===== src/hw/rtl/dca_pkg.sv =====
// ----------------------------------------------------------------------------
// dca_pkg
// Shared types and constants for the descriptor chain allocator.
// ----------------------------------------------------------------------------
package dca_pkg;

   localparam int HEAD_W  = 4;
   localparam int IDX_W   = 3;
   localparam int COUNT_W = 4;
   localparam int FLAG_W  = 2;
   localparam int POST_W  = 16;
   localparam int SEL_W   = 2;

   // link flag bits
   localparam logic [FLAG_W-1:0] FLAG_NONE  = 2'b00;
   localparam logic [FLAG_W-1:0] FLAG_NEXT  = 2'b01;
   localparam logic [FLAG_W-1:0] FLAG_DEVWR = 2'b10;

   localparam logic MODE_ALLOC = 1'b0;
   localparam logic MODE_FREE  = 1'b1;

   // chain position inside an allocation
   localparam logic [SEL_W-1:0] SEL_HEAD   = 2'd0;
   localparam logic [SEL_W-1:0] SEL_DATA   = 2'd1;
   localparam logic [SEL_W-1:0] SEL_STATUS = 2'd2;

   typedef enum logic [1:0] {
      STATUS_OK      = 2'd0,
      STATUS_NOSPACE = 2'd1,
      STATUS_RANGE   = 2'd2,
      STATUS_FREE    = 2'd3
   } status_type;

   typedef struct packed {
      logic              mode;
      logic              is_write;
      logic [HEAD_W-1:0] head_index;
   } req_type;

   typedef struct packed {
      logic [1:0]         status;
      logic [IDX_W-1:0]   first_index;
      logic [IDX_W-1:0]   second_index;
      logic [IDX_W-1:0]   third_index;
      logic [IDX_W-1:0]   avail_slot;
      logic [COUNT_W-1:0] freed_count;
   } rsp_type;

   // controller -> datapath
   typedef struct packed {
      logic             load;
      logic             scan;
      logic             write;
      logic [SEL_W-1:0] sel;
      logic             check;
      logic             follow;
      logic             set_code;
      status_type       code;
      logic             publish;
   } cmd_type;

   // datapath -> controller
   typedef struct packed {
      logic found;
      logic in_range;
      logic cur_free;
      logic link_next;
   } stat_type;

endpackage


===== src/hw/rtl/dca_stream_if.sv =====
// ----------------------------------------------------------------------------
// dca_stream_if
// Valid/ready channel carrying one payload per transaction.
// ----------------------------------------------------------------------------
interface dca_stream_if #(
   parameter type payload_type = logic
) ();
   logic        valid;
   logic        ready;
   payload_type payload;

   modport source (output valid, output payload, input ready);
   modport sink   (input valid, input payload, output ready);
endinterface


===== src/hw/rtl/dca_datapath.sv =====
// ----------------------------------------------------------------------------
// dca_datapath
// Free map, link memory, lowest-free search, chain walk and result register.
// ----------------------------------------------------------------------------
module dca_datapath #(
   parameter int TABLE_SIZE = 8
) (
   input  logic              clock,
   input  logic              reset,
   input  dca_pkg::cmd_type  cmd,
   input  dca_pkg::req_type  req,
   output dca_pkg::stat_type stat,
   output dca_pkg::rsp_type  rsp
);

   localparam int IW = $clog2(TABLE_SIZE);
   localparam int CW = (IW > dca_pkg::HEAD_W) ? IW : dca_pkg::HEAD_W;
   localparam int OW = (IW > dca_pkg::IDX_W) ? IW : dca_pkg::IDX_W;
   localparam int LW = dca_pkg::FLAG_W + IW;

   logic [TABLE_SIZE-1:0]         free_ff, free_in;
   logic [TABLE_SIZE-1:0]         scan_ff, scan_in;
   logic [dca_pkg::POST_W-1:0]    posted_ff, posted_in;
   logic [IW-1:0]                 slot_ff, slot_in;
   logic                          mode_ff, mode_in;
   logic                          is_write_ff, is_write_in;
   logic [CW-1:0]                 cur_ff, cur_in;
   logic [IW-1:0]                 idx_ff [3];
   logic [IW-1:0]                 idx_in [3];
   dca_pkg::status_type           code_ff, code_in;
   logic [dca_pkg::COUNT_W-1:0]   freed_ff, freed_in;
   dca_pkg::rsp_type              rsp_ff, rsp_in;
   logic [LW-1:0]                 rd_ff;

   logic [LW-1:0] link_mem [TABLE_SIZE];

   logic                 found;
   logic [IW-1:0]        pos;
   logic                 in_range;
   logic [IW-1:0]        cur_idx;
   logic                 cur_free;
   logic                 release_cur;
   logic [IW-1:0]        wr_idx;
   logic [LW-1:0]        wr_data;
   logic [IW-1:0]        rd_next;
   logic                 ok_alloc;
   logic [OW-1:0]        idx0_w, idx1_w, idx2_w, slot_w;

   // lowest free descriptor among those not yet picked
   always_comb begin
      found = 1'b0;
      pos   = '0;
      for (int i = TABLE_SIZE - 1; i >= 0; i--) begin
         if (scan_ff[i]) begin
            found = 1'b1;
            pos   = IW'(i);
         end
      end
   end

   assign in_range    = ({1'b0, cur_ff} < (CW + 1)'(TABLE_SIZE));
   assign cur_idx     = cur_ff[IW-1:0];
   assign cur_free    = in_range ? free_ff[cur_idx] : 1'b1;
   assign release_cur = cmd.check && !cur_free;
   assign rd_next     = rd_ff[IW-1:0];

   always_comb begin
      unique case (cmd.sel)
         dca_pkg::SEL_HEAD: begin
            wr_idx  = idx_ff[0];
            wr_data = {dca_pkg::FLAG_NEXT, idx_ff[1]};
         end
         dca_pkg::SEL_DATA: begin
            wr_idx  = idx_ff[1];
            wr_data = {dca_pkg::FLAG_NEXT | (is_write_ff ? dca_pkg::FLAG_NONE
                                                         : dca_pkg::FLAG_DEVWR),
                       idx_ff[2]};
         end
         default: begin
            wr_idx  = idx_ff[2];
            wr_data = {dca_pkg::FLAG_DEVWR, IW'(0)};
         end
      endcase
   end

   assign stat.found     = found;
   assign stat.in_range  = in_range;
   assign stat.cur_free  = cur_free;
   assign stat.link_next = rd_ff[IW];

   assign ok_alloc = (mode_ff == dca_pkg::MODE_ALLOC) && (code_ff == dca_pkg::STATUS_OK);
   assign idx0_w   = OW'(idx_ff[0]);
   assign idx1_w   = OW'(idx_ff[1]);
   assign idx2_w   = OW'(idx_ff[2]);
   assign slot_w   = OW'(slot_ff);

   always_comb begin
      free_in     = free_ff;
      scan_in     = scan_ff;
      posted_in   = posted_ff;
      slot_in     = slot_ff;
      mode_in     = mode_ff;
      is_write_in = is_write_ff;
      cur_in      = cur_ff;
      idx_in      = idx_ff;
      code_in     = code_ff;
      freed_in    = freed_ff;
      rsp_in      = rsp_ff;

      if (cmd.load) begin
         mode_in     = req.mode;
         is_write_in = req.is_write;
         cur_in      = CW'(req.head_index);
         scan_in     = free_ff;
         code_in     = dca_pkg::STATUS_OK;
         freed_in    = '0;
         idx_in[0]   = '0;
         idx_in[1]   = '0;
         idx_in[2]   = '0;
      end
      if (cmd.scan && found) begin
         unique case (cmd.sel)
            dca_pkg::SEL_HEAD: idx_in[0] = pos;
            dca_pkg::SEL_DATA: idx_in[1] = pos;
            default:           idx_in[2] = pos;
         endcase
         scan_in[pos] = 1'b0;
      end
      if (cmd.write) begin
         free_in[wr_idx] = 1'b0;
      end
      if (release_cur) begin
         free_in[cur_idx] = 1'b1;
         freed_in         = freed_ff + 1'b1;
      end
      if (cmd.follow) begin
         cur_in = CW'(rd_next);
      end
      if (cmd.set_code) begin
         code_in = cmd.code;
      end
      if (cmd.publish) begin
         rsp_in.status       = code_ff;
         rsp_in.first_index  = ok_alloc ? idx0_w[dca_pkg::IDX_W-1:0] : '0;
         rsp_in.second_index = ok_alloc ? idx1_w[dca_pkg::IDX_W-1:0] : '0;
         rsp_in.third_index  = ok_alloc ? idx2_w[dca_pkg::IDX_W-1:0] : '0;
         rsp_in.avail_slot   = ok_alloc ? slot_w[dca_pkg::IDX_W-1:0] : '0;
         rsp_in.freed_count  = (mode_ff == dca_pkg::MODE_ALLOC) ? '0 : freed_ff;
         if (ok_alloc) begin
            posted_in = posted_ff + 1'b1;
            // slot tracks posted count mod table size, including the 16-bit wrap
            if (posted_ff == '1 || slot_ff == IW'(TABLE_SIZE - 1)) begin
               slot_in = '0;
            end else begin
               slot_in = slot_ff + 1'b1;
            end
         end
      end
   end

   always_ff @(posedge clock) begin
      if (reset) begin
         free_ff   <= '1;
         posted_ff <= '0;
         slot_ff   <= '0;
      end else begin
         free_ff   <= free_in;
         posted_ff <= posted_in;
         slot_ff   <= slot_in;
      end
      scan_ff     <= scan_in;
      mode_ff     <= mode_in;
      is_write_ff <= is_write_in;
      cur_ff      <= cur_in;
      idx_ff      <= idx_in;
      code_ff     <= code_in;
      freed_ff    <= freed_in;
      rsp_ff      <= rsp_in;
   end

   // link memory: one write port, one registered read port
   always_ff @(posedge clock) begin
      if (cmd.write) begin
         link_mem[wr_idx] <= wr_data;
      end
      if (release_cur) begin
         rd_ff <= link_mem[cur_idx];
      end
   end

   assign rsp = rsp_ff;

endmodule


===== src/hw/rtl/dca_ctrl.sv =====
// ----------------------------------------------------------------------------
// dca_ctrl
// Sequencer for allocate and free transactions and the response handshake.
// ----------------------------------------------------------------------------
module dca_ctrl (
   input  logic              clock,
   input  logic              reset,
   input  logic              req_valid,
   input  logic              req_mode,
   output logic              req_ready,
   output logic              rsp_valid,
   input  logic              rsp_ready,
   input  dca_pkg::stat_type stat,
   output dca_pkg::cmd_type  cmd
);

   typedef enum logic [2:0] {
      ST_IDLE,
      ST_SCAN,
      ST_WRITE,
      ST_CHECK,
      ST_FETCH,
      ST_DONE
   } state_type;

   state_type                 state_ff;
   logic [dca_pkg::SEL_W-1:0] sel_ff;
   logic                      rsp_valid_ff;

   // no transaction is taken while reset is held
   assign req_ready = (state_ff == ST_IDLE) && !reset;
   assign rsp_valid = rsp_valid_ff;

   always_comb begin
      cmd          = '0;
      cmd.sel      = sel_ff;
      cmd.code     = dca_pkg::STATUS_OK;
      unique case (state_ff)
         ST_IDLE:  cmd.load = req_valid;
         ST_SCAN: begin
            cmd.scan = 1'b1;
            if (!stat.found) begin
               cmd.set_code = 1'b1;
               cmd.code     = dca_pkg::STATUS_NOSPACE;
            end
         end
         ST_WRITE: cmd.write = 1'b1;
         ST_CHECK: begin
            cmd.check = 1'b1;
            priority if (!stat.in_range) begin
               cmd.set_code = 1'b1;
               cmd.code     = dca_pkg::STATUS_RANGE;
            end else if (stat.cur_free) begin
               cmd.set_code = 1'b1;
               cmd.code     = dca_pkg::STATUS_FREE;
            end
         end
         ST_FETCH: cmd.follow  = stat.link_next;
         ST_DONE:  cmd.publish = !rsp_valid_ff || rsp_ready;
         default:  cmd.load    = 1'b0;
      endcase
   end

   always_ff @(posedge clock) begin
      if (reset) begin
         state_ff     <= ST_IDLE;
         sel_ff       <= dca_pkg::SEL_HEAD;
         rsp_valid_ff <= 1'b0;
      end else begin
         if (cmd.publish) begin
            rsp_valid_ff <= 1'b1;
         end else if (rsp_ready) begin
            rsp_valid_ff <= 1'b0;
         end

         unique case (state_ff)
            ST_IDLE: begin
               sel_ff <= dca_pkg::SEL_HEAD;
               if (req_valid) begin
                  state_ff <= (req_mode == dca_pkg::MODE_ALLOC) ? ST_SCAN : ST_CHECK;
               end
            end
            ST_SCAN: begin
               if (!stat.found) begin
                  state_ff <= ST_DONE;
               end else if (sel_ff == dca_pkg::SEL_STATUS) begin
                  state_ff <= ST_WRITE;
                  sel_ff   <= dca_pkg::SEL_HEAD;
               end else begin
                  sel_ff <= sel_ff + 1'b1;
               end
            end
            ST_WRITE: begin
               if (sel_ff == dca_pkg::SEL_STATUS) begin
                  state_ff <= ST_DONE;
               end else begin
                  sel_ff <= sel_ff + 1'b1;
               end
            end
            ST_CHECK: begin
               state_ff <= (!stat.in_range || stat.cur_free) ? ST_DONE : ST_FETCH;
            end
            ST_FETCH: begin
               state_ff <= stat.link_next ? ST_CHECK : ST_DONE;
            end
            ST_DONE: begin
               if (cmd.publish) begin
                  state_ff <= ST_IDLE;
               end
            end
            default: state_ff <= ST_IDLE;
         endcase
      end
   end

endmodule


===== src/hw/rtl/descriptor_chain_allocator.sv =====
// ----------------------------------------------------------------------------
// descriptor_chain_allocator
// Split-queue descriptor allocator: three-descriptor chains, chain release.
// ----------------------------------------------------------------------------
// Handles one transaction at a time. An allocate passes through acceptance,
// three lowest-free searches and three writes of the head, data and status
// links through the single write port of the link memory, then the response.
// A free walks the chain with a check and a fetch per released descriptor,
// the fetch using the registered read of the link memory; a walk that ends
// on an error ends with one more check. The response register holds a
// finished result until it is taken; the next request is accepted once that
// result has been loaded.
// ----------------------------------------------------------------------------
module descriptor_chain_allocator #(
   parameter int TABLE_SIZE = 8
) (
   input logic         clock,
   input logic         reset,
   dca_stream_if.sink   req_if,
   dca_stream_if.source rsp_if
);

   dca_pkg::cmd_type  cmd;
   dca_pkg::stat_type stat;
   dca_pkg::req_type  req;
   dca_pkg::rsp_type  rsp;

   assign req = req_if.payload;

   dca_ctrl u_ctrl (
      .clock     (clock),
      .reset     (reset),
      .req_valid (req_if.valid),
      .req_mode  (req.mode),
      .req_ready (req_if.ready),
      .rsp_valid (rsp_if.valid),
      .rsp_ready (rsp_if.ready),
      .stat      (stat),
      .cmd       (cmd)
   );

   dca_datapath #(
      .TABLE_SIZE (TABLE_SIZE)
   ) u_datapath (
      .clock (clock),
      .reset (reset),
      .cmd   (cmd),
      .req   (req),
      .stat  (stat),
      .rsp   (rsp)
   );

   assign rsp_if.payload = rsp;

endmodule


===== src/flat_wrapper.sv =====
// flat-port wrapper written by rule: the top's interface ports become plain ports
module descriptor_chain_allocator_flat 
#(
   parameter int TABLE_SIZE = 8
)
  (clock, reset, req_if_valid, req_if_payload, req_if_ready, rsp_if_valid, rsp_if_payload, rsp_if_ready);
  dca_stream_if #(.payload_type(dca_pkg::req_type)) req_if_i ();
  dca_stream_if #(.payload_type(dca_pkg::rsp_type)) rsp_if_i ();
  input logic clock;
  input logic reset;
  input wire logic [$bits(req_if_i.valid)-1:0] req_if_valid;
  input wire logic [$bits(req_if_i.payload)-1:0] req_if_payload;
  output wire logic [$bits(req_if_i.ready)-1:0] req_if_ready;
  output wire logic [$bits(rsp_if_i.valid)-1:0] rsp_if_valid;
  output wire logic [$bits(rsp_if_i.payload)-1:0] rsp_if_payload;
  input wire logic [$bits(rsp_if_i.ready)-1:0] rsp_if_ready;
  assign req_if_i.valid = req_if_valid;
  assign req_if_i.payload = req_if_payload;
  assign req_if_ready = req_if_i.ready;
  assign rsp_if_valid = rsp_if_i.valid;
  assign rsp_if_payload = rsp_if_i.payload;
  assign rsp_if_i.ready = rsp_if_ready;
  descriptor_chain_allocator #(.TABLE_SIZE(TABLE_SIZE)) u_core (.clock(clock), .reset(reset), .req_if(req_if_i), .rsp_if(rsp_if_i));
endmodule

===== config.mk =====
export PLATFORM = sky130hd
export DESIGN_NAME = descriptor_chain_allocator_flat
export DESIGN_NICKNAME = d
export VERILOG_FILES = /design/src/hw/rtl/dca_pkg.sv /design/src/hw/rtl/dca_stream_if.sv /design/src/hw/rtl/dca_datapath.sv /design/src/hw/rtl/dca_ctrl.sv /design/src/hw/rtl/descriptor_chain_allocator.sv /design/src/flat_wrapper.sv
export SDC_FILE = /design/constraint.sdc
export NUM_CORES = 1
export LEC_CHECK = 0
export BUFFER_PORTS_ARGS = -buffer_cell sky130_fd_sc_hd__buf_2
export CORE_MARGIN = 4
export CORE_UTILIZATION = 30
export CTS_BUF_LIST = sky130_fd_sc_hd__clkbuf_8
export CTS_CLUSTER_DIAMETER = 50
export DETAILED_ROUTE_END_ITERATION = 10
export PLACE_DENSITY_LB_ADDON = 0.08
export SLEW_MARGIN = 20
export SYNTH_ARGS = -nofsm -noshare
export SYNTH_HDL_FRONTEND = slang
export SYNTH_HIERARCHICAL = 1
export SYNTH_SLANG_ARGS = --single-unit

===== constraint.sdc =====
create_clock -name clock -period 3.35 [get_ports clock]
set_input_delay 1.005 -clock clock [delete_from_list [all_inputs] [get_ports clock]]
set_output_delay 1.005 -clock clock [all_outputs]
set_load 0.02 [all_outputs]

==> summary.md, run 1 <==
| Metric | Value |
|---|---|
| Status | `complete, no violations` |
| Num CTS Buffers | `17` |
| Count leader, synth | `edfxtp_1` |
| Clk Latency, worst-skew pair | `around 0.43 ns` |
| Top-area cell type share of the netlist area | `0.364` |
| TritonCTS clock tree | `built` |
| WL final | `about 11000 µm` |
| Largest net degree at the start of global routing | `38` |
| Synth warnings | `6` |
| Max Cap Viol | `0` |
| Cells after Synth | `between 400 and 500` |
| Die ar. | `19800 µm²` |
| Total chip power | `0.00396 W` |
| Top cells by count, synth | `64 x edfxtp_1, 51 x dfxtp_1, 37 x nor2_1` |
| Final Setup Violations | `0` |
| Crit path kind | `primary input to flip-flop` |
| Post-DR wirelength/cell | `15.5 µm` |
| Max IR drop VDD | `0.000229 V` |
| Synth cell types | `59` |
| Postcts setup bufs | `0` |
| Vias per inst | `4.80` |
| Top area cells in the synthesized netlist | `edfxtp_1 36%, dfxtp_1 19%, mux2i_1 5.5%, and2_1 3.0%, nor2_1 2.6%` |
| Post-route setup TNS | `0 ns` |
| Number of port buffers | `28` |
| Async SR Flop Fraction | `0` |
| Iter 0 DRT Violations | `131` |
| #FFs+latches synth | `approximately 120` |
| Hold-fix buffers at CTS | `0` |
| Pwr dens | `roughly 650 nW/µm²` |
| Crit path DAT | `2.99 ns` |
| Synth Flop Type | `edfxtp_1` |
| Avg Inst Size Synth | `11.3 µm²` |
| Crit-path max FO | `13` |
| Core footprint | `17300 µm²` |
| DR DRC count | `0` |
| Placer Congestion | `0.795` |
| Slew HR | `0.559` |
| Max Freq | `381 MHz` |
| Vias | `3543` |
| Post-synth EDFFs | `64` |
| Clock Sink Count | `115` |
| P_leak | `2.25 nW` |
| Crit start category | `primary input` |
| Initial Util | `0.305` |
| Root buf cell | `clkbuf_8` |
| First-pass GRT wire length | `18300 µm` |
| Unrepaired setup endpoints after global routing | `false` |
| Core Util, Final | `0.351` |
| Worst Tran Pin Value | `~0.65 ns` |
| Critical Path End Type | `flip-flop` |
| Die Wd | `~140 µm` |
| Vias in the first global route | `between 3k and 4k` |
| Worst Hold Class | `flip-flop to flip-flop` |
| Initial antenna violation count | `0` |
| Yosys top cell by area | `edfxtp_1` |
| Min cycle time layout | `2.63 ns` |
| Final Skew | `about 0.010 ns` |
| Final hold violation count | `0` |
| Dpl hpwl | `a little over 8000 µm` |
| Maximum clock path buffer count | `2` |
| Io pins | `30` |
| Clock Pin Slew Worst Setup and Hold Paths | `0.07 ns` |
| Layout cell share with drive strength beyond 1 | `0.179` |
| Sequential-to-total area share from yosys stat | `0.557` |
| Area Overhead vs Synth | `14.9%` |
| H-Tree Depth | `4` |
| GRT Total Usage | `0.120` |
| Resized cells post-CTS | `0` |
| Rows | `48` |
| Worst endpoint required time | `approximately 3.7 ns` |
| DRT Pass-1 Iters | `5` |
| Max Slew Vio Count | `0` |
| Grt ovf | `0` |
| Die height | `141 µm` |
| Fin nets | `517` |
| Antenna Nets Post-Route | `0` |
| Net Count, Synth | `485` |
| Mapped cell area | `between 5000 and 6000 µm²` |
| Antenna fix cells | `0` |
| Fin crit share | `0.784` |
==> routing by layer <==
| layer | vias to the layer above | track usage | share of wire |
|---|---|---|---|
| met5 | - | 0 | 0 |
| met4 | 0 | 0.0505 | 0.018 |
| met3 | 13 | 0.0326 | 0.034 |
| met2 | 50 | 0.202 | 0.49 |
| met1 | 1712 | 0.144 | 0.46 |
| li1 | 1768 | - | - |
==> placed cells by master, fill, tap and decap left out, types with 4 or more instances in the layout <==
| master | instances |
|---|---|
| o21ai_0 | 12 |
| mux2_2 | 8 |
| dfxtp_1 | 51 |
| nor2_1 | 36 |
| xnor2_1 | 8 |
| a21oi_1 | 20 |
| bufinv_16 | 4 |
| nor4_1 | 5 |
| a31oi_1 | 6 |
| buf_2 | 28 |
| nor3_1 | 9 |
| a221o_1 | 10 |
| nand2b_1 | 8 |
| nor2b_1 | 6 |
| buf_4 | 11 |
| inv_1 | 27 |
| nand3b_1 | 5 |
| edfxtp_1 | 64 |
| mux2i_1 | 29 |
| and2_1 | 25 |
| ha_1 | 7 |
| nand2_1 | 32 |
| nand4b_1 | 4 |
| clkbuf_8 | 17 |
| mux4_2 | 5 |
| nand4_1 | 4 |
| nand3_1 | 17 |
==> final timing paths <==
path | slack (ns) | depth (start not counted) | end | startpoint
min reg2reg | 0.47 | 2 | u_core/u_datapath/posted_ff[1] | u_core/u_datapath/posted_ff[1]
min | 0.47 | 2 | u_core/u_datapath/posted_ff[1] | u_core/u_datapath/posted_ff[1]
max | 0.72 | 7 | u_core/u_datapath/posted_ff[15] | rsp_if_ready
max reg2reg | 0.79 | 7 | u_core/u_datapath/code_ff[0] | u_core/u_datapath/cur_ff[1]
==> logic make-up after synthesis <==
| family | synth area share |
|---|---|
| compound gates | 0.0974 |
| buf+inv | 0.0412 |
| simple gates | 0.176 |
| flops | 0.557 |
| fa+ha+maj | 0.0166 |
| mux | 0.0934 |
| xor+xnor | 0.0183 |
==> metrics by stage <==
| step | setup slack [ns] | instance area, µm² | hold WS, ns | cells |
|---|---|---|---|---|
| global placement | 0.287 | 5650 | 0.464 | 706 |
| floorplan | 0.0422 | 5280 | 0.448 | 468 |
| detailed placement | 0.256 | 5650 | 0.468 | 706 |
| global route | 0.612 | 6070 | 0.508 | 738 |
| finish | 0.723 | 6070 | 0.475 | 738 |
| CTS | 0.727 | 6060 | 0.476 | 738 |
==> area by class of cell <==
cell class	count	area, µm²
Multi-Input combinational cell	305	2130
Sequential cell	115	2940
Timing Repair Buffer	39	223
Fill cell	1723	11200
Clock buffer	17	234
Clock inverter	15	178
Inverter	22	82.6
Tap cell	225	282
==> state kept, by name, indices dropped and copies added, names as in the netlist, 4 cells and up <==
register and flops:
u_core/u_datapath/link_mem 32, u_core/u_datapath/scan_ff 8, u_core/u_datapath/cur_ff 4, u_core/u_datapath/freed_ff 4, u_core/u_datapath/rd_ff 4, u_core/u_datapath/posted_ff 16
u_core/u_datapath/free_ff 8, u_core/u_datapath/rsp 18
==> report_power, final <==
part / leakage, nW / switching [W] / internal [W] / total (W)
clock network: 0.222 / 0.000537 / 0.000792 / 0.00133
logic: 1.04 / 0.000497 / 0.000357 / 0.000854
registers: 0.992 / 0.000130 / 0.00164 / 0.00177
==> worst max-delay path: stages <==
cell     delay, ns
buf_2         0.07
and2b_1       0.20
nor2_2        0.13
or4b_4        0.57
or4_4         0.54
or3_1         0.32
a21oi_1       0.14
(Power assumes the default switching activity.)
==> inputs of run 2 (changes only) <==
Clock period 3.35 ns to 2.12 ns, I/O delays scaled along.
==> summary.md, run 2 (synthesized netlist as in run 1, its figures left out) <==
| Metric | Value |
|---|---|
| Status | `complete, but fails checks (was complete, no violations)` |
| Failing checks | `setup timing` |
| Slew HR | `0.556 (was 0.559)` |
| Crit path DAT | `2.62 ns (was 2.99 ns)` |
| Final WS setup | `-0.126 ns (was 0.723 ns)` |
| Worst Tran Pin Value | `0.658 ns (was 0.654 ns)` |
| CP peak stage delay | `0.53 ns (was 0.57 ns)` |
| Core footprint | `17300 µm² (unchanged)` |
| Maximum clock path buffer count | `2 (unchanged)` |
| Critical R2R Launch | `u_core/u_ctrl/state_ff[1] (was u_core/u_datapath/cur_ff[1])` |
| Fin crit share | `1.06` |
| Core Util, Final | `0.373 (was 0.351)` |
| Unrepaired setup endpoints after global routing | `true (was false)` |
| Most frequent cells in the layout | `64 x edfxtp_1, 51 x buf_4, 50 x dfxtp_1, 33 x nor2_1, 31 x nand2_1 (was 64 x edfxtp_1, 51 x dfxtp_1, 36 x nor2_1, 32 x nand2_1, 29 x mux2i_1)` |
| Final hold violation count | `0 (unchanged)` |
| WL final | `12100 µm (was 11400 µm)` |
| Initial antenna violation count | `0 (unchanged)` |
| Rows | `48 (unchanged)` |
| Reg2reg end | `u_core/u_datapath/posted_ff[13] (was u_core/u_datapath/code_ff[0])` |
| Hold slack | `0.407 ns (was 0.475 ns)` |
| CP startpoint | `u_core/u_ctrl/state_ff[1] (was rsp_if_ready)` |
| Pwr dens | `976 nW/µm² (was 652 nW/µm²)` |
| Crit-path cells | `and2b_1 -> nand2_2 -> nor2_4 -> or4b_4 -> or4_4 -> or3_1 -> a21oi_1 (was buf_2 -> and2b_1 -> nor2_2 -> or4b_4 -> or4_4 -> or3_1 -> a21oi_1)` |
| Min cycle time layout | `between 2 and 2.5 ns` |
| Layout cell share with drive strength beyond 1 | `0.278 (was 0.179)` |
| Die height | `141 µm (unchanged)` |
| Vias per inst | `4.72 (was 4.80)` |
| Grt ovf | `0 (unchanged)` |
| Critical Path End Type | `flip-flop (unchanged)` |
| Reg2Reg Depth | `7 (unchanged)` |
| Most common cell after layout, fill and taps aside | `edfxtp_1 (unchanged)` |
| Clock Pin Slew Worst Setup and Hold Paths | `0.07 ns (about the same)` |
| Max IR drop VDD | `0.000440 V (was 0.000229 V)` |
| Crit path capture | `u_core/u_datapath/posted_ff[13] (was u_core/u_datapath/posted_ff[15])` |
| TritonCTS clock tree | `built (unchanged)` |
| Clk Latency, worst-skew pair | `0.44 ns (was 0.43 ns)` |
| Worst endpoint required time | `2.49 ns (was 3.71 ns)` |
| Initial Util | `0.305 (unchanged)` |
| Crit start category | `flip-flop (was primary input)` |
| First-pass GRT wire length | `19400 µm (was 18300 µm)` |
| Root buf cell | `clkbuf_8 (unchanged)` |
| Vias | `3680 (was 3543)` |
| Worst Hold Class | `primary input to flip-flop (was flip-flop to flip-flop)` |
| P_leak | `2.44 nW (was 2.25 nW)` |
| Count of non-filler cells in the finished layout | `779 (was 738)` |
| Largest reg by FF count | `u_core/u_datapath/link_mem (unchanged)` |
| Dpl hpwl | `8860 µm (was 8220 µm)` |
| H-Tree Depth | `4 (unchanged)` |
| Placer Congestion | `0.786 (was 0.795)` |
| R2r setup slk | `-0.13 ns (was 0.79 ns)` |
| CP max-delay cell | `or4_4 (was or4b_4)` |
| Num CTS Buffers | `17 (unchanged)` |
| Clock Sink Count | `115 (unchanged)` |
| Number of port buffers | `28 (unchanged)` |
| GRT Total Usage | `0.127 (was 0.120)` |
| Hold-fix buffers at CTS | `0 (unchanged)` |
| Antenna fix cells | `0 (unchanged)` |
| Fin nets | `558 (was 517)` |
| Iter 0 DRT Violations | `203 (was 131)` |
| Cell count after placement | `743 (was 706)` |
| Final Skew | `0.0109 ns (was 0.0101 ns)` |
| Max reg flops | `32 (unchanged)` |
| Area Overhead vs Synth | `22.4% (was 14.9%)` |
| Vias in the first global route | `3732 (was 3579)` |
| Max Cap Viol | `0 (unchanged)` |
| Die Wd | `141 µm (unchanged)` |
| Max Slew Vio Count | `0 (unchanged)` |
| Max Freq | `around 450 MHz` |
| Crit-path max FO | `5 (was 13)` |
| Final Setup Violations | `9 (was 0)` |
| Die ar. | `19800 µm² (unchanged)` |
| Layout fillers | `1729 (was 1723)` |
| Io pins | `30 (unchanged)` |
| Crit path kind | `flip-flop to flip-flop (was primary input to flip-flop)` |
| DRT Pass-1 Iters | `4 (was 5)` |
| Largest net degree at the start of global routing | `24 (was 38)` |
| Post-DR wirelength/cell | `15.5 µm (about the same)` |
| DR DRC count | `0 (unchanged)` |
| Antenna Nets Post-Route | `0 (unchanged)` |
==> run 2: worst min-delay path by stage <==
stage                     slack [ns]  cells after the start                         start                            to
after global routing            0.38                      1             req_if_payload[5]     u_core/u_datapath/mode_ff
after detailed placement        0.47                      2  u_core/u_datapath/slot_ff[1]  u_core/u_datapath/slot_ff[1]
after floorplan                 0.45                      2  u_core/u_datapath/slot_ff[1]  u_core/u_datapath/slot_ff[1]
after global placement          0.46                      2  u_core/u_datapath/slot_ff[1]  u_core/u_datapath/slot_ff[1]
after CTS                       0.38                      1             req_if_payload[5]     u_core/u_datapath/mode_ff
final                           0.41                      1             req_if_payload[5]     u_core/u_datapath/mode_ff
==> run 2: layout make-up <==
type                            instances  area [µm²]  share of cell area
Tap cell                              225         282              0.0436
Inverter                               22        82.6              0.0128
Timing Repair Buffer                   80         541              0.0837
Sequential cell                       115        2940               0.456
Clock inverter                         15         135              0.0209
Clock buffer                           17         234              0.0362
Multi-Input combinational cell        305        2240               0.347
==> run 2: worst max-delay path: cells and delay by family, from the launching register on <==
kind | cells | cell delay [ns]
AO/OA/AOI/OAI | 1 | 0.14
flip-flops | 1 | 0.31
AND/OR/NAND/NOR | 6 | 1.74
==> run 2: routing by layer <==
layer / track usage / wire length, µm / vias to the layer above
met3: 0.0400 / 368 / 10
met5: 0 / 0 / -
met2: 0.213 / 5900 / 40
met1: 0.158 / 5650 / 1776
li1: - / - / 1854
met4: 0.0367 / 152 / 0
==> run 2: stage by stage <==
step / area [µm²] / setup WS, ns / TNS [ns] / power, W
after floorplan: 5360 / -0.588 / -4.99 / 0.00393
after global placement: 5990 / -0.431 / -4.02 / 0.00439
after detailed placement: 5990 / -0.455 / -4.12 / 0.00440
after CTS: 6440 / -0.168 / -2.50 / 0.00639
after global routing: 6460 / -0.208 / -1.74 / 0.00669
final: 6460 / -0.126 / -0.694 / 0.00631
==> run 2: what timing repair did <==
item                       in CTS  in global routing
pin swaps                       8                  8
setup buffers                   4                  1
resized for setup              12                  7
setup endpoints to repair      23                 47
==> run 2: where the power goes <==
| group | switching [W] | leakage [nW] | internal (W) |
|---|---|---|---|
| Sequential | 0.000174 | 0.992 | 0.00259 |
| Combinational | 0.000895 | 1.27 | 0.000757 |
| Clock | 0.000954 | 0.182 | 0.000931 |
